$ cat src/rtl/core/lwoc_pkg.sv
// ----------------------------------------------------------------------------
// LRU write-back object cache package
// Shared constants, result kind codes and the controller/datapath interface
// structs.
// ----------------------------------------------------------------------------
package lwoc_pkg;

    // Default sizes for the top-level parameters.
    localparam int DEF_ENTRIES = 32;
    localparam int DEF_ID_BITS = 16;

    // Fixed widths of the result fields.
    localparam int OBJ_W  = 16;
    localparam int SLOT_W = 5;
    localparam int KIND_W = 2;

    // Result kinds.
    localparam logic [KIND_W-1:0] KIND_WB   = 2'd0;
    localparam logic [KIND_W-1:0] KIND_FILL = 2'd1;
    localparam logic [KIND_W-1:0] KIND_DONE = 2'd2;

    // Commands from the controller to the datapath.
    typedef struct packed {
        logic capture;    // take the input beat
        logic decide;     // latch lookup outcome and target slot
        logic wb_read;    // read the tag of the walked slot and clean it
        logic walk_step;  // move the recency walk one rank on
        logic front;      // move the target slot to the front
        logic alloc;      // take a fresh slot
        logic set_tag;    // write the object into the target slot
        logic set_dirty;  // mark the target slot dirty on a write access
        logic emit_wb;    // load a write-back beat
        logic emit_fill;  // load a fill beat
        logic emit_done;  // load the done beat
    } t_cmd;

    // Status from the datapath to the controller.
    typedef struct packed {
        logic func;       // held item is a flush
        logic hit;        // object found in a used slot
        logic full;       // every slot is used
        logic used_zero;  // no slot is used
        logic walk_dirty; // slot at the walked rank is dirty
        logic walk_end;   // walk is at its last rank
        logic out_free;   // output register can take a beat
    } t_stat;

endpackage

$ cat src/rtl/core/lru_writeback_object_cache.sv
// ----------------------------------------------------------------------------
// LRU write-back object cache
// Fully associative object directory with recency order and dirty write-back.
// ----------------------------------------------------------------------------
// A hit passes from its input beat through capture and a parallel tag match
// to its done beat. The input is taken again in the cycle after the done
// beat is loaded. A miss with a free slot adds a fill beat, and a miss with
// a clean tail adds a replace step and a fill beat. A dirty eviction walks
// the recency order from the tail one rank per cycle, held while a
// write-back beat waits for the output register, and spends an extra step on
// each dirty slot for the tag RAM read before replace, fill and its done beat.
// A flush walks the used slots the same way from the front before its done
// beat. Downstream stall holds the write-back, fill and done beats.
module lru_writeback_object_cache #(
    parameter int ENTRIES = lwoc_pkg::DEF_ENTRIES,
    parameter int ID_BITS = lwoc_pkg::DEF_ID_BITS
) (
    input  logic                        i_clk,
    input  logic                        i_rst_n,
    input  logic                        i_valid,
    output logic                        o_stall,
    input  logic                        i_func,
    input  logic [lwoc_pkg::OBJ_W-1:0]  i_object_id,
    input  logic                        i_write,
    output logic                        o_valid,
    input  logic                        i_stall,
    output logic [lwoc_pkg::KIND_W-1:0] o_kind,
    output logic [lwoc_pkg::SLOT_W-1:0] o_slot,
    output logic [lwoc_pkg::OBJ_W-1:0]  o_entry_object,
    output logic                        o_hit,
    output logic                        o_last
);

    lwoc_pkg::t_cmd  cmd;
    lwoc_pkg::t_stat stat;

    // Sequencer.
    lwoc_ctrl u_ctrl (
        .i_clk   (i_clk),
        .i_rst_n (i_rst_n),
        .i_valid (i_valid),
        .o_stall (o_stall),
        .i_stat  (stat),
        .o_cmd   (cmd)
    );

    // Directory and result path.
    lwoc_dpath #(
        .ENTRIES (ENTRIES),
        .ID_BITS (ID_BITS)
    ) u_dpath (
        .i_clk          (i_clk),
        .i_rst_n        (i_rst_n),
        .i_func         (i_func),
        .i_object_id    (i_object_id),
        .i_write        (i_write),
        .i_stall        (i_stall),
        .o_valid        (o_valid),
        .o_kind         (o_kind),
        .o_slot         (o_slot),
        .o_entry_object (o_entry_object),
        .o_hit          (o_hit),
        .o_last         (o_last),
        .i_cmd          (cmd),
        .o_stat         (stat)
    );

endmodule

$ cat src/rtl/core/lwoc_ram.sv
// ----------------------------------------------------------------------------
// Generic RAM
// One write port and one read port with registered read data that holds
// until the next read.
// ----------------------------------------------------------------------------
module lwoc_ram #(
    parameter int WIDTH = 16,
    parameter int DEPTH = 32
) (
    input  logic                     i_clk,
    input  logic                     i_we,
    input  logic [$clog2(DEPTH)-1:0] i_waddr,
    input  logic [WIDTH-1:0]         i_wdata,
    input  logic                     i_re,
    input  logic [$clog2(DEPTH)-1:0] i_raddr,
    output logic [WIDTH-1:0]         o_rdata
);

    logic [WIDTH-1:0] r_mem [DEPTH];
    logic [WIDTH-1:0] r_rdata;

    // Write port and registered read port.
    always_ff @(posedge i_clk) begin
        if (i_we) begin
            r_mem[i_waddr] <= i_wdata;
        end
        if (i_re) begin
            r_rdata <= r_mem[i_raddr];
        end
    end

    assign o_rdata = r_rdata;

endmodule

$ cat src/rtl/core/lwoc_ctrl.sv
// ----------------------------------------------------------------------------
// LRU write-back object cache controller
// Sequences lookup, dirty walks, replacement and the result beats of one item.
// ----------------------------------------------------------------------------
module lwoc_ctrl (
    input  logic           i_clk,
    input  logic           i_rst_n,
    input  logic           i_valid,
    output logic           o_stall,
    input  lwoc_pkg::t_stat i_stat,
    output lwoc_pkg::t_cmd  o_cmd
);

    localparam logic [2:0] ST_IDLE    = 3'd0;
    localparam logic [2:0] ST_DECIDE  = 3'd1;
    localparam logic [2:0] ST_WALK    = 3'd2;
    localparam logic [2:0] ST_WB_RD   = 3'd3;
    localparam logic [2:0] ST_REPLACE = 3'd4;
    localparam logic [2:0] ST_FILL    = 3'd5;
    localparam logic [2:0] ST_DONE    = 3'd6;

    logic [2:0] r_state;
    logic [2:0] n_state;

    assign o_stall = (r_state != ST_IDLE);

    // Next state and commands.
    always_comb begin
        n_state = r_state;
        o_cmd   = '0;
        case (r_state)
            ST_IDLE: begin
                if (i_valid) begin
                    o_cmd.capture = 1'b1;
                    n_state       = ST_DECIDE;
                end
            end
            ST_DECIDE: begin
                o_cmd.decide = 1'b1;
                if (i_stat.func) begin
                    n_state = i_stat.used_zero ? ST_DONE : ST_WALK;
                end else if (i_stat.hit) begin
                    o_cmd.front     = 1'b1;
                    o_cmd.set_dirty = 1'b1;
                    n_state         = ST_DONE;
                end else if (!i_stat.full) begin
                    o_cmd.alloc   = 1'b1;
                    o_cmd.front   = 1'b1;
                    o_cmd.set_tag = 1'b1;
                    n_state       = ST_FILL;
                end else begin
                    n_state = i_stat.walk_dirty ? ST_WALK : ST_REPLACE;
                end
            end
            ST_WALK: begin
                if (i_stat.walk_dirty) begin
                    o_cmd.wb_read = 1'b1;
                    n_state       = ST_WB_RD;
                end else begin
                    o_cmd.walk_step = 1'b1;
                    if (i_stat.walk_end) begin
                        n_state = i_stat.func ? ST_DONE : ST_REPLACE;
                    end
                end
            end
            ST_WB_RD: begin
                if (i_stat.out_free) begin
                    o_cmd.emit_wb   = 1'b1;
                    o_cmd.walk_step = 1'b1;
                    if (i_stat.walk_end) begin
                        n_state = i_stat.func ? ST_DONE : ST_REPLACE;
                    end else begin
                        n_state = ST_WALK;
                    end
                end
            end
            ST_REPLACE: begin
                o_cmd.front   = 1'b1;
                o_cmd.set_tag = 1'b1;
                n_state       = ST_FILL;
            end
            ST_FILL: begin
                if (i_stat.out_free) begin
                    o_cmd.emit_fill = 1'b1;
                    n_state         = ST_DONE;
                end
            end
            ST_DONE: begin
                if (i_stat.out_free) begin
                    o_cmd.emit_done = 1'b1;
                    n_state         = ST_IDLE;
                end
            end
            default: begin
                n_state = ST_IDLE;
            end
        endcase
    end

    // State register.
    always_ff @(posedge i_clk) begin
        if (!i_rst_n) begin
            r_state <= ST_IDLE;
        end else begin
            r_state <= n_state;
        end
    end

endmodule

$ cat src/rtl/core/lwoc_dpath.sv
// ----------------------------------------------------------------------------
// LRU write-back object cache datapath
// Tag match cells, recency ranks, dirty marks, tag RAM and output register.
// ----------------------------------------------------------------------------
module lwoc_dpath #(
    parameter int ENTRIES = lwoc_pkg::DEF_ENTRIES,
    parameter int ID_BITS = lwoc_pkg::DEF_ID_BITS
) (
    input  logic                        i_clk,
    input  logic                        i_rst_n,
    input  logic                        i_func,
    input  logic [lwoc_pkg::OBJ_W-1:0]  i_object_id,
    input  logic                        i_write,
    input  logic                        i_stall,
    output logic                        o_valid,
    output logic [lwoc_pkg::KIND_W-1:0] o_kind,
    output logic [lwoc_pkg::SLOT_W-1:0] o_slot,
    output logic [lwoc_pkg::OBJ_W-1:0]  o_entry_object,
    output logic                        o_hit,
    output logic                        o_last,
    input  lwoc_pkg::t_cmd              i_cmd,
    output lwoc_pkg::t_stat             o_stat
);

    localparam int SB = $clog2(ENTRIES);
    localparam int UB = $clog2(ENTRIES + 1);
    localparam int OW = lwoc_pkg::OBJ_W;
    localparam int WW = (SB > lwoc_pkg::SLOT_W) ? SB : lwoc_pkg::SLOT_W;

    // Directory state.
    logic [ID_BITS-1:0] r_tag   [ENTRIES];
    logic [SB-1:0]      r_rank  [ENTRIES];
    logic [ENTRIES-1:0] r_dirty;
    logic [UB-1:0]      r_used;

    // Held item and walk state.
    logic               r_func;
    logic [ID_BITS-1:0] r_obj;
    logic               r_wr;
    logic [SB-1:0]      r_slot;
    logic               r_hit;
    logic [SB-1:0]      r_walk;
    logic [SB-1:0]      r_wb_slot;

    // Output register.
    logic                        r_o_valid;
    logic [lwoc_pkg::KIND_W-1:0] r_o_kind;
    logic [lwoc_pkg::SLOT_W-1:0] r_o_slot;
    logic [OW-1:0]               r_o_obj;
    logic                        r_o_hit;
    logic                        r_o_last;

    logic [ENTRIES-1:0] in_use;
    logic [ENTRIES-1:0] match_vec;
    logic [ENTRIES-1:0] walk_vec;
    logic [SB-1:0]      hit_slot;
    logic [SB-1:0]      walk_slot;
    logic [SB-1:0]      sel_slot;
    logic [SB-1:0]      tgt_slot;
    logic [SB-1:0]      tgt_rank;
    logic               full;
    logic               out_free;
    logic [ID_BITS-1:0] in_obj;
    logic [ID_BITS+OW-1:0] in_ext;
    logic [ID_BITS+OW-1:0] obj_ext;
    logic [OW-1:0]      obj_out;
    logic [OW-1:0]      ram_out;
    logic [ID_BITS-1:0] ram_rdata;
    logic [WW-1:0]      tgt_wide;
    logic [WW-1:0]      wb_wide;

    // Object numbers are kept at ID_BITS and shown at the low result bits.
    assign in_ext  = {{ID_BITS{1'b0}}, i_object_id};
    assign in_obj  = in_ext[ID_BITS-1:0];
    assign obj_ext = {{OW{1'b0}}, r_obj};
    assign obj_out = obj_ext[OW-1:0];

    // Parallel tag match and rank search over the used slots.
    always_comb begin
        hit_slot  = '0;
        walk_slot = '0;
        for (int i = ENTRIES - 1; i >= 0; i--) begin
            in_use[i]    = (UB'(i) < r_used);
            match_vec[i] = in_use[i] && (r_tag[i] == r_obj);
            walk_vec[i]  = in_use[i] && (r_rank[i] == r_walk);
            if (match_vec[i]) begin
                hit_slot = SB'(i);
            end
            if (walk_vec[i]) begin
                walk_slot = SB'(i);
            end
        end
    end

    assign full     = (r_used == UB'(ENTRIES));
    assign out_free = !r_o_valid || !i_stall;
    assign sel_slot = (|match_vec) ? hit_slot : (full ? walk_slot : r_used[SB-1:0]);
    assign tgt_slot = i_cmd.decide ? sel_slot : r_slot;
    assign tgt_rank = r_rank[tgt_slot];

    // Status toward the controller.
    always_comb begin
        o_stat            = '0;
        o_stat.func       = r_func;
        o_stat.hit        = |match_vec;
        o_stat.full       = full;
        o_stat.used_zero  = (r_used == '0);
        o_stat.walk_dirty = |(walk_vec & r_dirty);
        o_stat.walk_end   = r_func ? (r_walk == SB'(r_used - UB'(1))) : (r_walk == '0);
        o_stat.out_free   = out_free;
    end

    // Held item, walk counter and target slot.
    always_ff @(posedge i_clk) begin
        if (i_cmd.capture) begin
            r_func <= i_func;
            r_obj  <= in_obj;
            r_wr   <= i_write;
            r_walk <= i_func ? '0 : SB'(r_used - UB'(1));
        end
        if (i_cmd.decide) begin
            r_slot <= sel_slot;
            r_hit  <= !r_func && (|match_vec);
        end
        if (i_cmd.walk_step) begin
            r_walk <= r_func ? (r_walk + SB'(1)) : (r_walk - SB'(1));
        end
        if (i_cmd.wb_read) begin
            r_wb_slot <= walk_slot;
        end
    end

    // Tag cells and recency ranks.
    always_ff @(posedge i_clk) begin
        for (int i = 0; i < ENTRIES; i++) begin
            if (i_cmd.front) begin
                if (SB'(i) == tgt_slot) begin
                    r_rank[i] <= '0;
                end else if (in_use[i] && (i_cmd.alloc || (r_rank[i] < tgt_rank))) begin
                    r_rank[i] <= r_rank[i] + SB'(1);
                end
            end
            if (i_cmd.set_tag && (SB'(i) == tgt_slot)) begin
                r_tag[i] <= r_obj;
            end
        end
    end

    // Dirty marks and fill count.
    always_ff @(posedge i_clk) begin
        if (!i_rst_n) begin
            r_dirty <= '0;
            r_used  <= '0;
        end else begin
            if (i_cmd.wb_read) begin
                r_dirty[walk_slot] <= 1'b0;
            end
            if (i_cmd.set_tag) begin
                r_dirty[tgt_slot] <= r_wr;
            end
            if (i_cmd.set_dirty && r_wr) begin
                r_dirty[tgt_slot] <= 1'b1;
            end
            if (i_cmd.alloc) begin
                r_used <= r_used + UB'(1);
            end
        end
    end

    // Tag copy for write-back reads.
    lwoc_ram #(
        .WIDTH (ID_BITS),
        .DEPTH (ENTRIES)
    ) u_tag_ram (
        .i_clk   (i_clk),
        .i_we    (i_cmd.set_tag),
        .i_waddr (tgt_slot),
        .i_wdata (r_obj),
        .i_re    (i_cmd.wb_read),
        .i_raddr (walk_slot),
        .o_rdata (ram_rdata)
    );

    // Slot and object fields reduced to the result widths.
    logic [ID_BITS+OW-1:0] ram_ext;
    assign ram_ext  = {{OW{1'b0}}, ram_rdata};
    assign ram_out  = ram_ext[OW-1:0];
    assign tgt_wide = WW'(r_slot);
    assign wb_wide  = WW'(r_wb_slot);

    // Output register.
    always_ff @(posedge i_clk) begin
        if (!i_rst_n) begin
            r_o_valid <= 1'b0;
        end else if (i_cmd.emit_wb || i_cmd.emit_fill || i_cmd.emit_done) begin
            r_o_valid <= 1'b1;
        end else if (!i_stall) begin
            r_o_valid <= 1'b0;
        end
    end

    always_ff @(posedge i_clk) begin
        if (i_cmd.emit_wb) begin
            r_o_kind <= lwoc_pkg::KIND_WB;
            r_o_slot <= wb_wide[lwoc_pkg::SLOT_W-1:0];
            r_o_obj  <= ram_out;
            r_o_hit  <= 1'b0;
            r_o_last <= 1'b0;
        end else if (i_cmd.emit_fill) begin
            r_o_kind <= lwoc_pkg::KIND_FILL;
            r_o_slot <= tgt_wide[lwoc_pkg::SLOT_W-1:0];
            r_o_obj  <= obj_out;
            r_o_hit  <= 1'b0;
            r_o_last <= 1'b0;
        end else if (i_cmd.emit_done) begin
            r_o_kind <= lwoc_pkg::KIND_DONE;
            r_o_slot <= r_func ? '0 : tgt_wide[lwoc_pkg::SLOT_W-1:0];
            r_o_obj  <= r_func ? '0 : obj_out;
            r_o_hit  <= r_hit;
            r_o_last <= 1'b1;
        end
    end

    assign o_valid        = r_o_valid;
    assign o_kind         = r_o_kind;
    assign o_slot         = r_o_slot;
    assign o_entry_object = r_o_obj;
    assign o_hit          = r_o_hit;
    assign o_last         = r_o_last;

endmodule

$ cat config.mk
export PLATFORM = sky130hd
export DESIGN_NAME = lru_writeback_object_cache
export DESIGN_NICKNAME = d
export VERILOG_FILES = /design/src/rtl/core/lwoc_pkg.sv /design/src/rtl/core/lru_writeback_object_cache.sv /design/src/rtl/core/lwoc_ram.sv /design/src/rtl/core/lwoc_ctrl.sv /design/src/rtl/core/lwoc_dpath.sv
export SDC_FILE = /design/constraint.sdc
export NUM_CORES = 2
export LEC_CHECK = 0
export BUFFER_PORTS_ARGS = -buffer_cell sky130_fd_sc_hd__buf_2
export CAP_MARGIN = 20
export CORE_UTILIZATION = 55
export CTS_CLUSTER_SIZE = 28
export DETAILED_ROUTE_END_ITERATION = 16
export PLACE_DENSITY = 0.8
export SLEW_MARGIN = 10
export SYNTH_ARGS = -nofsm -noshare
export SYNTH_HDL_FRONTEND = slang
export SYNTH_SLANG_ARGS = --single-unit
$ cat constraint.sdc
create_clock -name i_clk -period 9.3 [get_ports i_clk]
set_clock_uncertainty 0.15 [all_clocks]
set_input_delay 1.86 -clock i_clk [delete_from_list [all_inputs] [get_ports i_clk]]
set_output_delay 1.86 -clock i_clk [all_outputs]
set_load 0.01 [all_outputs]
# [Word-level counts from Yosys, hierarchy flattened]
# Memory sizes are Yosys's and may differ from the RTL's. A register that Yosys moved wholly into a read port is not among the register bits.
# Cells that the tools add are included.
[totals] reg_bits=100 mem_bits_rw=1184 in_bits=22 output_inout_bits=27 word_cells=1024 n_memories=3
[op_classes] add_sub_neg=36 order_cmp=68 n_eq_ne=109 muxes=543 bitwise_logic=36 n_reduce_logical=213
[mem_list] memory="u_dpath.r_tag" words=32 word_bits=16 read_ports=32 rd_clocked_by_memory_dff=0 wr=1 line_no="lwoc_dpath.sv:31" source="logic [ID_BITS-1:0] r_tag [ENTRIES];"
[mem_list] memory="u_dpath.u_tag_ram.r_mem" words=32 word_bits=16 read_ports=1 rd_clocked_by_memory_dff=1 wr=1 line_no="lwoc_ram.sv:19" source="logic [WIDTH-1:0] r_mem [DEPTH];"
[mem_list] memory="u_dpath.r_rank" words=32 word_bits=5 read_ports=33 rd_clocked_by_memory_dff=0 wr=32 line_no="lwoc_dpath.sv:32" source="logic [SB-1:0] r_rank [ENTRIES];"
[ops] cell="$mux W5" n=138
[ops] cell="$mux W16" n=35
[ops] cell="$eq A16 B16 Y1" n=32
[ops] cell="$reduce_or A16 Y1" n=31
[ops] cell="$mux W1" n=342
[ops] cell="$add A5 B1 Y5 const B" n=33
[ops] cell="$eq A5 B5 Y1" n=33
[ops] cell="$lt A5 B5 Y1" n=32
[ops] cell="$mux W32" n=5
[ops] cell="$logic_and A1 B1 Y1" n=132
[ops] cell="$lt A5 B6 Y1 const A" n=16
[ops] cell="$eq A5 B5 Y1 const A" n=16
[ops] cell="$and A32 B32 Y32" n=2
[ops] cell="$reduce_or A32 Y1" n=2
[ops] cell="$lt A4 B6 Y1 const A" n=8
[ops] cell="$eq A4 B5 Y1 const A" n=8
[ops] cell="$mux W3" n=13
[ops] cell="$logic_or A1 B1 Y1" n=35
[ops] cell="$bwmux W32" n=1
[ops] cell="$not A32 Y32" n=1
[ops] cell="$or A1 B1 Y1" n=32
[ops] cell="$or A32 B32 Y32" n=1
[ops] cell="$lt A3 B6 Y1 const A" n=4
[ops] cell="$pmux W3 S7" n=1
[ops] cell="other kinds (28)" n=52

# [Logic depth before layout (Yosys ltp)]
# An unclocked memory read counts as a cell.
[logic_depth] depth_word=74 ltp_mapped=31

# [Hierarchy]
# From an unflattened synthesis, not the netlist that was laid out.
[hier_totals] cells_unflattened=4947 area_unflattened_um2=64788.4
[by_module_without_submodules] module="lwoc_dpath" instances=1 cells_per_inst=3742 area_per_inst_um2=43693.2 seq_area_each_um2=22621.7
[by_module_without_submodules] module="lwoc_ram" instances=1 cells_per_inst=1143 area_per_inst_um2=20694.8 seq_area_each_um2=15855.2
[by_module_without_submodules] module="lwoc_ctrl" instances=1 cells_per_inst=62 area_per_inst_um2=400.4 seq_area_each_um2=60.1

# [Least setup slack after synthesis]
# No wires, ideal clock.
[synth_timing] path_kind="register to register" startpoint="reg u_dpath.r_obj[6], in the netlist u_dpath.obj_out[6]" endpoint="mem u_dpath.r_rank[23][0] in the netlist's numbering (enable)" t_arrival_ps=8084 slack_ps=720 stages_incl_launch_ff=30 path_buffers=6 period_less_slack_ps=8580 cell_sequence="edfxtp_1 -> buf_2 -> buf_4 -> buf_2 -> xnor2_1 -> inv_1 -> nor4b_1 -> nand4_1 -> a311oi_1 -> o221ai_1 -> a221o_1 -> nor2b_2 -> o211ai_4 -> inv_2 -> buf_4 -> buf_2 -> buf_2 -> mux2i_1 -> a21oi_1 -> o22ai_1 -> a2111oi_0 -> a21oi_1 -> ha_1 -> a21o_1 -> a21o_1 -> a21oi_1 -> nor2_1 -> a2111oi_0 -> o31ai_2 -> o21ai_1"
[synth_rtl] element="from (decl)" line_no="lwoc_dpath.sv:38" source="logic [ID_BITS-1:0] r_obj;"
[synth_rtl] element="from (signal assigned)" line_no="lwoc_dpath.sv:117" source="r_obj <= in_obj;"
[synth_rtl] element="to (decl)" line_no="lwoc_dpath.sv:32"

==> results.txt <==
Status: completed
Min Tclk post-route: 9.072 ns
Area share of the largest cell type after synthesis: 58.19%
Multiplexer share of the synthesized area: 4.566%
Placer Congestion: 1.051
Logic pwr share: 33.4%
Post-Syn Nets: 5043
Max-slew headroom: 21.10%
Final setup vio count: 0
LEAKAGE: 24.31 nW
Setup tns final: 0 ns
Final Hold Violating Endpoints: 0
Antenna Violating Nets Remaining: 0
Post-synth EDFFs: 1250
Largest family of logic cells by synthesized area: simple AND/OR/NAND/NOR gates
Seq pwr share: 37.9%
Worst Hold Class: register to register
Worst-path cell chain: or2_2, a21oi_1, nor2_1, a22o_1, nor4_1, nand3_1, nor2_2, nand3_1, o211ai_4, clkinv_2, buf_12, mux2i_1, a21oi_1, o22ai_1, a2111oi_0, a21oi_4, buf_4, buf_4, ha_1, a21oi_1, o2111ai_1, o22ai_1, a31oi_1, nand2_1
Final worst-path cycle share: 97.55%
Worst Path Class, Setup: register to register
CTS buffer count: 134
Area of the multi-input gates: 24560 um^2
Max Cap Violations: 0
Reg-to-Reg Start: u_dpath.r_used[5]$_SDFFE_PN0P_
Yosys top cell by area: edfxtp_1
Clk buf depth: 3
CTS Root Cell: clkbuf_16
WHS: 0.3415 ns
Switch share: 35.90%
CTS Sinks: 1300
HPWL Detailed: 127.4 mm
Initial antenna violation count: 6
Synthesized cell area: 64510 um^2
Post-CTS Setup Bufs: 0
Largest net degree at the start of global routing: 115
Routed wire length: 196.8 mm
Seq/Total Area, Yosys: 59.74%
CP max stage cell: a2111oi_0
RSZ-0062 raised after global routing: no
CP arrival: 9.38 ns
Detailed-route via count: 45170
Rows: 125
Synth top cells by count: edfxtp_1, xor2_1, nor2_1
Die footprint: 118700 um^2
Die height: 344.5 um
First-pass DRT Iterations: 6
Synth warnings: 0
Critical Path RT: 9.60 ns
PD cells: 262.9 nW/um^2
Yosys cell types: 96
Synth Register Bits: 1300
CTS tree: done
Top cells by area, synth: edfxtp_1, xor2_1, xnor2_1
Overflow after GRT: 0
Critical Path Fanout Max: 25
Compound-Gate Fraction of Synth Area: 7.857%
Layout cells sized above 1: 13.65%
Worst vdd ir: 0.2600 mV
Top Ports: 49
Critical path launch point type: register
Hold Crit Start: u_dpath.o_kind[0]$_SDFFE_PP0P_
DR WL/cell: 29.43 um
Vias in the first global route: 43820
Reg-to-Reg End: u_dpath.r_rank[15][4]$_SDFFCE_PN0P_
Internal power: 12.18 mW
Clk Latency, worst-skew pair: 0.79 ns
Adder-cell share of the synthesized area: 3.251%
Reg-to-reg setup timing slack: 0.23 ns
Psw: 6.820 mW
Most frequent CP cell: a21oi_1
Fillers: 8274
Main synth FF type: edfxtp_1
Reg clk slew, reported paths: 0.06 ns
F_max: 110.2 MHz
H-Tree Depth: 4
Global-route wire length before repair: 288.8 mm
Post-Synth XOR/XNOR Area: 10.70%
Count leader, synth: edfxtp_1
Initial core utilization: 55.51%
Max-slew violations: 0
CP peak stage delay: 0.74 ns
Worst hold path depth: 2
Synth Area per Inst: 13.29 um^2
Via/cell ratio: 6.758
Clk network pwr share: 28.7%
Overall Global Routing Usage: 33.24%
DRC: 0
Core Region: 116200 um^2
Layout area overhead: 12.01%
Nature of the critical path endpoint: register
Worst Hold End: u_dpath.o_kind[0]$_SDFFE_PP0P_
Seq. cell area: 38540 um^2
Worst-margin pin slew: 1.184 ns
PortBufs: 48
Final nets: 5242
Die width: 344.5 um
Synth Area in Simple Gates: 11.44%
DRT iter0 DRCs: 6857
Async set-or-reset flop fraction in the synthesized netlist: 0%
Mapped Cells: 4854
Reg2reg path depth: 24
-- power groups by stage --
stage               registers (mW)  clock network, mW  logic (mW)
floorplan                     7.35                  0        3.96
finish                        7.20               5.45        6.34
CTS                           7.19               5.47        6.16
global placement              7.29                  0        5.93
global route                  7.21               5.70        6.75
detailed placement            7.30                  0        6.10
-- worst max-delay path by stage --
stage / startpoint / depth (start not counted) / to
after floorplan: u_dpath.obj_out[6]$_DFFE_PP_ / 29 / u_dpath.r_rank[23][0]$_SDFFCE_PN0P_
after global placement: u_dpath.r_used[5]$_SDFFE_PN0P_ / 24 / u_dpath.r_rank[15][2]$_SDFFCE_PN0P_
after detailed placement: u_dpath.r_used[5]$_SDFFE_PN0P_ / 24 / u_dpath.r_rank[15][4]$_SDFFCE_PN0P_
after CTS: u_dpath.r_used[5]$_SDFFE_PN0P_ / 24 / u_dpath.r_rank[15][4]$_SDFFCE_PN0P_
after global routing: u_dpath.r_used[5]$_SDFFE_PN0P_ / 24 / u_dpath.r_rank[15][2]$_SDFFCE_PN0P_
final: u_dpath.r_used[5]$_SDFFE_PN0P_ / 24 / u_dpath.r_rank[15][4]$_SDFFCE_PN0P_
-- through the flow --
step                instances  instance area, um^2  utilization [%]  worst slack [ns]  power [mW]
floorplan                4854                64510                -            0.7198       11.30
global placement         6432                67720            58.27            0.3403       13.22
detailed placement       6439                67810            58.35            0.2347       13.40
CTS                      6680                72220            62.15            0.2353       18.82
global route             6682                72250            62.17            0.1014       19.66
finish                   6685                72260            62.18            0.2279       19.00
-- cell usage in the layout (no fill, tap or decap), types with 26 or more instances in the layout --
cell type     n
a21o_1       71
a211oi_1     55
o22ai_1      58
nor2_2       28
a22o_1       29
nor3_1       79
and2_1       75
a21oi_1      92
clkinv_2     28
mux2i_1      40
a31oi_1      33
clkbuf_16   136
and4_1       42
clkbuf_1     26
a22oi_1      42
dfxtp_1      50
buf_4       212
xor2_1      475
nand4_1     100
nor4_1      146
nor2_1      303
xnor2_1     313
o21ai_0     111
nand2_1     295
inv_1       107
buf_2        49
mux4_2      103
ha_1        166
edfxtp_1   1250
nand3_1     148
-- kinds of logic (layout without fill, tap and decap cells) --
| group | Yosys count | count (layout) |
|---|---|---|
| AND/OR/NAND/NOR | 1418 | 1418 |
| flip-flops | 1300 | 1300 |
| multiplexers | 162 | 162 |
| XOR/XNOR | 788 | 788 |
| buffers and inverters | 341 | 645 |
| other | 0 | 3 |
| adder cells (fa/ha/maj) | 167 | 167 |
| AO/OA/AOI/OAI | 678 | 678 |
-- timing repair --
item,4_1_cts,5_1_grt
setup endpoints to repair,0,149
resized for setup,0,4
hold buffers,0,0
-- state kept, by name, indices dropped and copies added (netlist names) --
signal	flops
u_dpath.r_hit	1
u_dpath.u_tag_ram.o_rdata	16
u_dpath.o_slot	5
u_dpath.o_entry_object	16
u_dpath.obj_out	16
u_dpath.r_func	1
u_dpath.o_hit	1
u_ctrl.r_state	3
u_dpath.o_last	1
u_dpath.r_rank	160
u_dpath.o_kind	1
u_dpath.r_slot	5
u_dpath.o_valid	1
u_dpath.r_walk	5
u_dpath.r_wr	1
u_dpath.u_tag_ram.r_mem	512
u_dpath.r_tag	512
u_dpath.r_wb_slot	5
u_dpath.r_dirty	32
u_dpath.r_used	6
-- critical path, delay by kind of cell (launching register included) --
family          cells  cell delay, ns
fa+ha+maj           1            0.28
buf+inv             4            1.22
compound gates     11            3.68
mux                 1            0.13
simple gates        7            2.56
flops               1            0.70
-- metal layers --
layer	GRT usage (%)	vias up	part of all wire (%)
li1	-	18870	-
met1	43.88	22050	36
met2	49.36	3483	44
met3	9.882	767	13
met4	18.25	12	6.2
met5	0	-	0.040
-- final cells by class --
| class | instances | area share [%] |
|---|---|---|
| Timing Repair Buffer | 291 | 3.328 |
| Multi-Input combinational cell | 3213 | 33.99 |
| Tap cell | 1524 | 2.639 |
| Inverter | 113 | 0.5922 |
| Clock inverter | 79 | 1.261 |
| Sequential cell | 1300 | 53.33 |
| Antenna cell | 3 | 0.01039 |
| Clock buffer | 162 | 4.845 |
Note: power is estimated with default switching activity, not from simulation.
